[src/hdl/dsc_pkg.sv]
// ----------------------------------------------------------------------------
// dsc_pkg
// Shared types, constants and tables for the day serial to date converter.
// ----------------------------------------------------------------------------
`default_nettype none

package dsc_pkg;

  localparam int unsigned SERIAL_W = 22;
  localparam int unsigned YEAR_W   = 14;
  localparam int unsigned MONTH_W  = 4;
  localparam int unsigned DAY_W    = 5;

  localparam logic [SERIAL_W-1:0] SWITCH_SERIAL = 22'd639799;
  localparam logic [SERIAL_W-1:0] LAST_SERIAL   = 22'd3652061;
  localparam logic [SERIAL_W-1:0] SHIFT_JULIAN  = 22'd305;
  localparam logic [SERIAL_W-1:0] SHIFT_GREG    = 22'd303;

  localparam logic [17:0] DAYS_4Y     = 18'd1461;
  localparam logic [17:0] DAYS_400Y   = 18'd146097;
  localparam logic [11:0] RECIP_4Y    = 12'd2870;
  localparam logic [11:0] RECIP_400Y  = 12'd28;
  localparam int unsigned RECIP_SHIFT = 22;

  localparam logic [17:0] DAYS_4Y_LESS = 18'd1460;
  localparam logic [7:0]  RECIP_1460   = 8'd179;
  localparam logic [17:0] DAYS_100Y    = 18'd36524;
  localparam logic [17:0] DAYS_400Y_LESS = 18'd146096;
  localparam logic [9:0]  RECIP_365    = 10'd718;
  localparam int unsigned MID_SHIFT    = 18;

  localparam logic [3:0]  RECIP_153    = 4'd13;
  localparam int unsigned SMALL_SHIFT  = 11;

  localparam int unsigned QUEUE_DEPTH = 4;
  localparam int unsigned QPTR_W      = $clog2(QUEUE_DEPTH);
  localparam int unsigned QCNT_W      = $clog2(QUEUE_DEPTH + 1);

  typedef struct packed {
    logic                ok;
    logic                greg;
    logic [SERIAL_W-1:0] z;
  } item_t;

  // First day index of each month within a year that starts on March 1.
  function automatic logic [8:0] month_start(input logic [3:0] mp);
    logic [8:0] v;
    case (mp)
      4'd0:    v = 9'd0;
      4'd1:    v = 9'd31;
      4'd2:    v = 9'd61;
      4'd3:    v = 9'd92;
      4'd4:    v = 9'd122;
      4'd5:    v = 9'd153;
      4'd6:    v = 9'd184;
      4'd7:    v = 9'd214;
      4'd8:    v = 9'd245;
      4'd9:    v = 9'd275;
      4'd10:   v = 9'd306;
      4'd11:   v = 9'd337;
      default: v = 9'd0;
    endcase
    return v;
  endfunction

endpackage

`default_nettype wire

[src/hdl/day_serial_to_calendar_date.sv]
// ----------------------------------------------------------------------------
// day_serial_to_calendar_date
// Converts a day serial, where 0001-01-01 is 1, into year, month and day,
// with the Julian rule before 14 Sep 1752 and the Gregorian rule after.
// ----------------------------------------------------------------------------
// A serial is taken at any edge where start is high and busy is low, one
// every cycle. Its date appears on the result ports for one cycle with done
// high, after the queue stage, the twelve-stage division pipeline and the
// output register. Results cannot be held off, so the back end never stops
// and busy stays low in practice.
// Out-of-range serials give in_range low and zero date fields.
`default_nettype none

module day_serial_to_calendar_date (
  input  wire logic                         clk,
  input  wire logic                         rst,
  input  wire logic                         start,
  output logic                              busy,
  input  wire logic [dsc_pkg::SERIAL_W-1:0] day_serial,
  output logic                              done,
  output logic [dsc_pkg::YEAR_W-1:0]        year_number,
  output logic [dsc_pkg::MONTH_W-1:0]       month_number,
  output logic [dsc_pkg::DAY_W-1:0]         day_of_month,
  output logic                              in_range
);
  import dsc_pkg::*;

  logic  push;
  item_t push_item;
  logic  full;
  logic  not_empty;
  item_t head;

  assign busy = full;

  dsc_front u_front (
    .start      (start),
    .full       (full),
    .day_serial (day_serial),
    .push       (push),
    .item       (push_item)
  );

  dsc_queue u_queue (
    .clk       (clk),
    .rst       (rst),
    .push      (push),
    .push_item (push_item),
    .pop       (not_empty),
    .full      (full),
    .not_empty (not_empty),
    .head      (head)
  );

  dsc_back u_back (
    .clk          (clk),
    .rst          (rst),
    .in_valid     (not_empty),
    .in_item      (head),
    .done         (done),
    .year_number  (year_number),
    .month_number (month_number),
    .day_of_month (day_of_month),
    .in_range     (in_range)
  );

endmodule

`default_nettype wire

[src/hdl/dsc_front.sv]
// ----------------------------------------------------------------------------
// dsc_front
// Accepts serials, checks the range, picks the calendar rule and rebases the
// serial to a day count from March 1 of year zero.
// ----------------------------------------------------------------------------
`default_nettype none

module dsc_front (
  input  wire logic                         start,
  input  wire logic                         full,
  input  wire logic [dsc_pkg::SERIAL_W-1:0] day_serial,
  output logic                              push,
  output dsc_pkg::item_t                    item
);
  import dsc_pkg::*;

  logic ok;
  logic greg;

  assign ok   = (day_serial != '0) && (day_serial <= LAST_SERIAL);
  assign greg = (day_serial >= SWITCH_SERIAL);
  assign push = start && !full;

  always_comb begin
    item.ok   = ok;
    item.greg = greg;
    if (!ok) begin
      item.z = '0;
    end else if (greg) begin
      item.z = day_serial + SHIFT_GREG;
    end else begin
      item.z = day_serial + SHIFT_JULIAN;
    end
  end

endmodule

`default_nettype wire

[src/hdl/dsc_queue.sv]
// ----------------------------------------------------------------------------
// dsc_queue
// Short first-in first-out queue between the front and the back.
// ----------------------------------------------------------------------------
`default_nettype none

module dsc_queue (
  input  wire logic           clk,
  input  wire logic           rst,
  input  wire logic           push,
  input  wire dsc_pkg::item_t push_item,
  input  wire logic           pop,
  output logic                full,
  output logic                not_empty,
  output dsc_pkg::item_t      head
);
  import dsc_pkg::*;

  item_t             entries [QUEUE_DEPTH];
  logic [QPTR_W-1:0] wr_ptr;
  logic [QPTR_W-1:0] rd_ptr;
  logic [QCNT_W-1:0] count;
  logic              do_push;
  logic              do_pop;

  assign full      = (count == QCNT_W'(QUEUE_DEPTH));
  assign not_empty = (count != '0);
  assign head      = entries[rd_ptr];
  assign do_push   = push && !full;
  assign do_pop    = pop && not_empty;

  always_ff @(posedge clk) begin
    if (do_push) begin
      entries[wr_ptr] <= push_item;
    end
    if (rst) begin
      wr_ptr <= '0;
      rd_ptr <= '0;
      count  <= '0;
    end else begin
      if (do_push) begin
        wr_ptr <= wr_ptr + QPTR_W'(1);
      end
      if (do_pop) begin
        rd_ptr <= rd_ptr + QPTR_W'(1);
      end
      if (do_push && !do_pop) begin
        count <= count + QCNT_W'(1);
      end else if (do_pop && !do_push) begin
        count <= count - QCNT_W'(1);
      end
    end
  end

endmodule

`default_nettype wire

[src/hdl/dsc_back.sv]
// ----------------------------------------------------------------------------
// dsc_back
// Pipeline that splits the day count into cycle, year, month and day by
// reciprocal multiplication with one correction step per division.
// ----------------------------------------------------------------------------
`default_nettype none

module dsc_back (
  input  wire logic                        clk,
  input  wire logic                        rst,
  input  wire logic                        in_valid,
  input  wire dsc_pkg::item_t              in_item,
  output logic                             done,
  output logic [dsc_pkg::YEAR_W-1:0]       year_number,
  output logic [dsc_pkg::MONTH_W-1:0]      month_number,
  output logic [dsc_pkg::DAY_W-1:0]        day_of_month,
  output logic                             in_range
);
  import dsc_pkg::*;

  localparam int unsigned STAGES = 12;

  typedef struct packed {
    logic                ok;
    logic                greg;
    logic [SERIAL_W-1:0] z;
    logic [8:0]          q1;
    logic [18:0]         r1;
    logic [17:0]         t;
    logic [7:0]          a;
    logic [2:0]          c36;
    logic                e;
    logic [11:0]         ra;
    logic [17:0]         n;
    logic [8:0]          yoe;
    logic [9:0]          ry;
    logic [8:0]          doy;
    logic [10:0]         x;
    logic [3:0]          mp;
  } pipe_t;

  pipe_t             st [STAGES];
  pipe_t             nx [STAGES];
  logic [STAGES-1:0] vld;

  logic [17:0] dsel1;
  logic [17:0] dsel2;
  logic [33:0] prod_q;
  logic [26:0] prod_qd;
  logic [25:0] prod_a;
  logic [18:0] prod_ad;
  logic [27:0] prod_y;
  logic [17:0] prod_yd5;
  logic [17:0] prod_yd9;
  logic [1:0]  c100;
  logic [14:0] prod_m;
  logic [10:0] prod_md;
  logic [3:0]  mon;
  logic [13:0] year_base;

  assign dsel1 = st[0].greg ? DAYS_400Y : DAYS_4Y;
  assign dsel2 = st[1].greg ? DAYS_400Y : DAYS_4Y;

  assign prod_q   = in_item.z * (in_item.greg ? RECIP_400Y : RECIP_4Y);
  assign prod_qd  = st[0].q1 * dsel1;
  assign prod_a   = st[2].t * RECIP_1460;
  assign prod_ad  = st[3].a * 11'(DAYS_4Y_LESS);
  assign prod_y   = st[5].n * RECIP_365;
  assign prod_yd5 = 18'(st[6].yoe) * 18'd365;
  assign prod_yd9 = 18'(st[8].yoe) * 18'd365;
  assign c100     = 2'(st[8].yoe >= 9'd100) + 2'(st[8].yoe >= 9'd200)
                  + 2'(st[8].yoe >= 9'd300);
  assign prod_m   = (11'(st[9].doy) * 11'd5 + 11'd2) * RECIP_153;
  assign prod_md  = 11'(st[10].mp) * 11'd153;

  always_comb begin
    nx[0]    = '0;
    nx[0].ok   = in_item.ok;
    nx[0].greg = in_item.greg;
    nx[0].z    = in_item.z;
    nx[0].q1   = 9'(prod_q >> RECIP_SHIFT);

    nx[1]    = st[0];
    nx[1].r1 = 19'(st[0].z - 22'(prod_qd));

    nx[2] = st[1];
    if (st[1].r1 >= 19'(dsel2)) begin
      nx[2].q1 = st[1].q1 + 9'd1;
      nx[2].t  = 18'(st[1].r1 - 19'(dsel2));
    end else begin
      nx[2].t  = 18'(st[1].r1);
    end

    nx[3]     = st[2];
    nx[3].a   = 8'(prod_a >> MID_SHIFT);
    nx[3].c36 = 3'(st[2].t >= DAYS_100Y) + 3'(st[2].t >= 18'd73048)
              + 3'(st[2].t >= 18'd109572) + 3'(st[2].t >= DAYS_400Y_LESS);
    nx[3].e   = (st[2].t == DAYS_400Y_LESS);

    nx[4]    = st[3];
    nx[4].ra = 12'(st[3].t - 18'(prod_ad));

    nx[5]   = st[4];
    nx[5].n = st[4].t + 18'(st[4].c36) - 18'(st[4].a)
            - 18'(st[4].ra >= 12'(DAYS_4Y_LESS)) - 18'(st[4].e);

    nx[6]     = st[5];
    nx[6].yoe = 9'(prod_y >> MID_SHIFT);

    nx[7]    = st[6];
    nx[7].ry = 10'(st[6].n - prod_yd5);

    nx[8] = st[7];
    nx[8].yoe = st[7].yoe + 9'(st[7].ry >= 10'd365);

    nx[9]     = st[8];
    nx[9].doy = 9'(st[8].t - (prod_yd9 + 18'(st[8].yoe >> 2) - 18'(c100)));

    nx[10]    = st[9];
    nx[10].x  = 11'(st[9].doy) * 11'd5 + 11'd2;
    nx[10].mp = 4'(prod_m >> SMALL_SHIFT);

    nx[11]    = st[10];
    nx[11].mp = st[10].mp + 4'((st[10].x - prod_md) >= 11'd153);
  end

  assign mon       = (st[11].mp < 4'd10) ? st[11].mp + 4'd3 : st[11].mp - 4'd9;
  assign year_base = st[11].greg ? 14'(st[11].q1) * 14'd400 : 14'({st[11].q1, 2'b00});

  always_ff @(posedge clk) begin
    for (int k = 0; k < STAGES; k++) begin
      st[k] <= nx[k];
    end
    if (st[11].ok) begin
      year_number  <= year_base + 14'(st[11].yoe) + 14'(mon <= 4'd2);
      month_number <= mon;
      day_of_month <= 5'(st[11].doy - month_start(st[11].mp) + 9'd1);
      in_range     <= 1'b1;
    end else begin
      year_number  <= '0;
      month_number <= '0;
      day_of_month <= '0;
      in_range     <= 1'b0;
    end
    if (rst) begin
      vld  <= '0;
      done <= 1'b0;
    end else begin
      vld  <= {vld[STAGES-2:0], in_valid};
      done <= vld[STAGES-1];
    end
  end

endmodule

`default_nettype wire

[config.mk]
export PLATFORM = sky130hd
export DESIGN_NAME = day_serial_to_calendar_date
export DESIGN_NICKNAME = d
export VERILOG_FILES = /design/src/hdl/dsc_pkg.sv /design/src/hdl/day_serial_to_calendar_date.sv /design/src/hdl/dsc_front.sv /design/src/hdl/dsc_queue.sv /design/src/hdl/dsc_back.sv
export SDC_FILE = /design/constraint.sdc
export NUM_CORES = 2
export LEC_CHECK = 0
export BUFFER_PORTS_ARGS = -buffer_cell sky130_fd_sc_hd__buf_2
export CAP_MARGIN = 40
export CORE_MARGIN = 8
export CORE_UTILIZATION = 41
export DETAILED_ROUTE_END_ITERATION = 16
export GPL_TIMING_DRIVEN = 0
export PLACE_DENSITY = 0.56
export SLEW_MARGIN = 20
export SYNTH_ARGS = -nofsm -noshare
export SYNTH_HDL_FRONTEND = slang
export SYNTH_SLANG_ARGS = --single-unit
[constraint.sdc]
create_clock -name clk -period 6.21 [get_ports clk]
set_input_delay 0 -clock clk [delete_from_list [all_inputs] [get_ports clk]]
set_output_delay 0 -clock clk [all_outputs]
set_load 0.005 [all_outputs]
==> impl_metrics.yaml <==
sta:
  finalSetupViolCount: 0
  finalHoldViolations: 0
  final.setup_skew_ns: 0.04810
  maxSlewViolCount: 0
  holdWs_ns: 0.1099
  relSlewSlack_pct: 53.90
  min_period_over_period_pct: 96.85
  fin_ws_ns: 0.1959
  max_freq_mhz: 166.3
  rsz0062_at_grt: "true"
  min_period_ns: 6.014
  tightest_slew_ns: 0.6915
synth:
  synthArstFlopShare_pct: 0
  syn_area_mm2: 0.03758
  ys_top_cells_by_count: "inv_1, ha_1, dfxtp_1"
  avgSynthCellArea_um2: 10.71
  synth_flop_cell: "dfxtp_1"
  seq_area_frac_synth_pct: 32.71
  synth_edf_count: 96
  yosys.area.top_type: "dfxtp_1"
  ys_seq_elements: 566
  synth_cells: 3510
  yosysWarnings: 0
  yosysTopAreaCellShare_pct: 25.04
  syn-num-nets: 4483
  synth_area_leaders: "dfxtp_1, ha_1, fa_1, edfxtp_1, inv_1"
  yosysUniqueCellTypes: 68
  synth_most_common_cell: "inv_1"
grt:
  first_global_vias: 23860
  antenna_found_initial: 0
  grt_pass1_wl_mm: 119.3
  grt_overflow: 0
  grt_start_max_net_pins: 25
  grt_usage_pct: 14.16
floorplanning:
  initial_core_util_pct: 41.18
  die_width_um: 318.7
  die_h_um: 318.7
  core_area_mm2: 0.09125
  ios: 51
  design.die.area_mm2: 0.1016
  rows: 111
route:
  first_pass_iters: 5
  ant_nets: 0
  drtIter0Drc: 878
  drt-wirelength-per-cell_um: 14.46
  wirelength_mm: 71.03
  vias: 22960
  drcViolationCount: 0
  viasPerCell: 4.675
critical_path:
  timing.rr.end: "u_back.st[0][130]"
  critPathRequiredTime_ns: 6.71
  worstPathArrival_ns: 6.52
  critPathCaptureType: "flip-flop"
  reg2reg_slack_ns: 0.20
  crit_end: "u_back.st[0][130]"
  critPathMaxFanout: 6
  ff2ff_path_depth: 26
  crit_type: "flip-flop to flip-flop"
  crit_path_start_kind: "flip-flop"
final_layout:
  fillers: 8550
  nNetsFinal: 4651
  drive_above_1_share_pct: 8.430
  seq_area_mm2: 0.01230
  diodes: 0
  multi_input_area_mm2: 0.02280
  syn_to_final_growth_pct: 12.71
clock_network:
  cts_tree: "done"
  cts_root_buffer: "clkbuf_16"
  cts.sinks: 566
  cts-buffers-inserted: 61
  clk_pin_slew_ns: 0.07
  insertion_delay_ns: 0.66
  cts_max_level: 2
  ctsLongestPathBuffers: 3
placement:
  hpwl_mm: 56.69
  pre_cts_ws_ns: -1.508
  gp_congestion: 0.8121
  portBuffers: 46
run_status:
  outcome: "finished, final reports clean"
worst_hold_path:
  min_path_type: "input pin to flip-flop"
run:
  drv_cap: 0
## placed cells by master, fill, tap and decap left out, types with 8 or more instances in the layout
cell / instances
clkbuf_1: 28
ha_1: 613
nor4_1: 9
buf_2: 46
clkbuf_8: 14
o21ai_0: 77
and2_1: 27
or2_2: 20
nand3_1: 40
nor2_1: 188
xor2_1: 62
nand4_1: 16
a21o_1: 48
a21boi_0: 12
nand2b_1: 18
nor3_1: 41
buf_4: 40
a21oi_1: 93
dlygate4sd3_1: 26
mux2_2: 9
clkinvlp_4: 8
a211oi_1: 10
nand2_1: 119
o31ai_1: 9
a31o_2: 10
xnor2_1: 196
nor2b_1: 40
a31oi_1: 11
fa_1: 326
inv_1: 693
and3_1: 18
mux4_2: 22
clkbuf_16: 62
o21a_1: 23
edfxtp_1: 96
dfxtp_1: 467
o21bai_1: 14
## registers in the layout, summed over array words and instances, names as in the netlist, named ones only
name	count
u_back.st	424
u_queue.entries	96
u_back.year_number	14
u_back.vld	12
u_back.day_of_month	5
u_back.month_number	4
u_queue.count	3
u_queue.rd_ptr	2
u_queue.wr_ptr	2
u_back.done	1
u_back.in_range	1
## worst max-delay path: stages (launching register included)
cell and delay [ns]:
dfxtp_2 0.33, buf_8 0.13, mux2_4 0.31, o21ai_4 0.28, buf_8 0.16, buf_4 0.13
nand2_8 0.07, xnor2_2 0.14, ha_2 0.19, or2_4 0.25, ha_4 0.26, inv_1 0.04
fa_1 0.47, inv_1 0.05, fa_1 0.53, inv_1 0.05, fa_1 0.52, inv_1 0.04
ha_1 0.28, nand4_1 0.11, a21oi_2 0.05, a221o_1 0.46, a211oi_4 0.33, o211ai_1 0.21
a31o_2 0.25, a21oi_2 0.12, xnor2_1 0.08
## timing repair
item	in CTS	in global routing
gates resized for setup	46	59
hold endpoints to repair	105	0
endpoints found under the setup margin	10	9
setup buffers	15	25
gates cloned	0	1
hold buffers	26	0
pin swaps	7	16
## final cells by class
| type | instances | area share, % |
|---|---|---|
| well taps | 1186 | 3.504 |
| clock buffers | 82 | 4.097 |
| flip-flops and latches | 566 | 29.04 |
| repair buffers | 115 | 2.012 |
| clock inverters | 28 | 0.7799 |
| inverters | 697 | 6.195 |
| plain buffers | 32 | 0.5318 |
| multi-input cells | 2205 | 53.84 |
## how the worst min path moves through the flow
stage,startpoint,end,slack (ns),depth (start not counted)
after detailed placement,rst,u_back.vld[11],0.19,2
after global routing,day_serial[2],u_queue.entries[1][2],0.12,4
after CTS,day_serial[2],u_queue.entries[3][3],0.05,5
final,day_serial[2],u_queue.entries[3][3],0.11,5
after floorplan,rst,u_back.vld[11],0.07,1
after global placement,rst,u_back.vld[11],0.18,2
## cell families after synthesis
logic type	Yosys count	synth area share [%]
adder cells (fa/ha/maj)	948	38.08
buffers and inverters	739	7.388
AND/OR/NAND/NOR	585	7.478
flip-flops	566	32.71
AO/OA/AOI/OAI	374	6.513
XOR/XNOR	261	6.083
multiplexers	37	1.751
## per-layer routing
layer	routed length [µm]	GRT usage (%)	share of wire, %	up-vias
met4	1533	3.755	2.2	0
met5	0	0	0	-
met1	32120	17.55	45	10930
met2	35510	25.66	50	246
met3	1866	2.020	2.6	91
li1	-	-	-	11690
## stage by stage
step | area [µm²] | std cells | util, % | setup TNS (ns)
floorplan | 37580 | 3510 | - | 0
CTS | 41900 | 4886 | 45.91 | -0.06465
global placement | 39300 | 4742 | 43.07 | -11.06
detailed placement | 39320 | 4744 | 43.09 | -10.71
finish | 42350 | 4911 | 46.42 | 0
global route | 42350 | 4911 | 46.42 | -0.1553
Power is not shown: default switching activity piles up to over one toggle a cycle in this logic, so the estimate is an artifact.
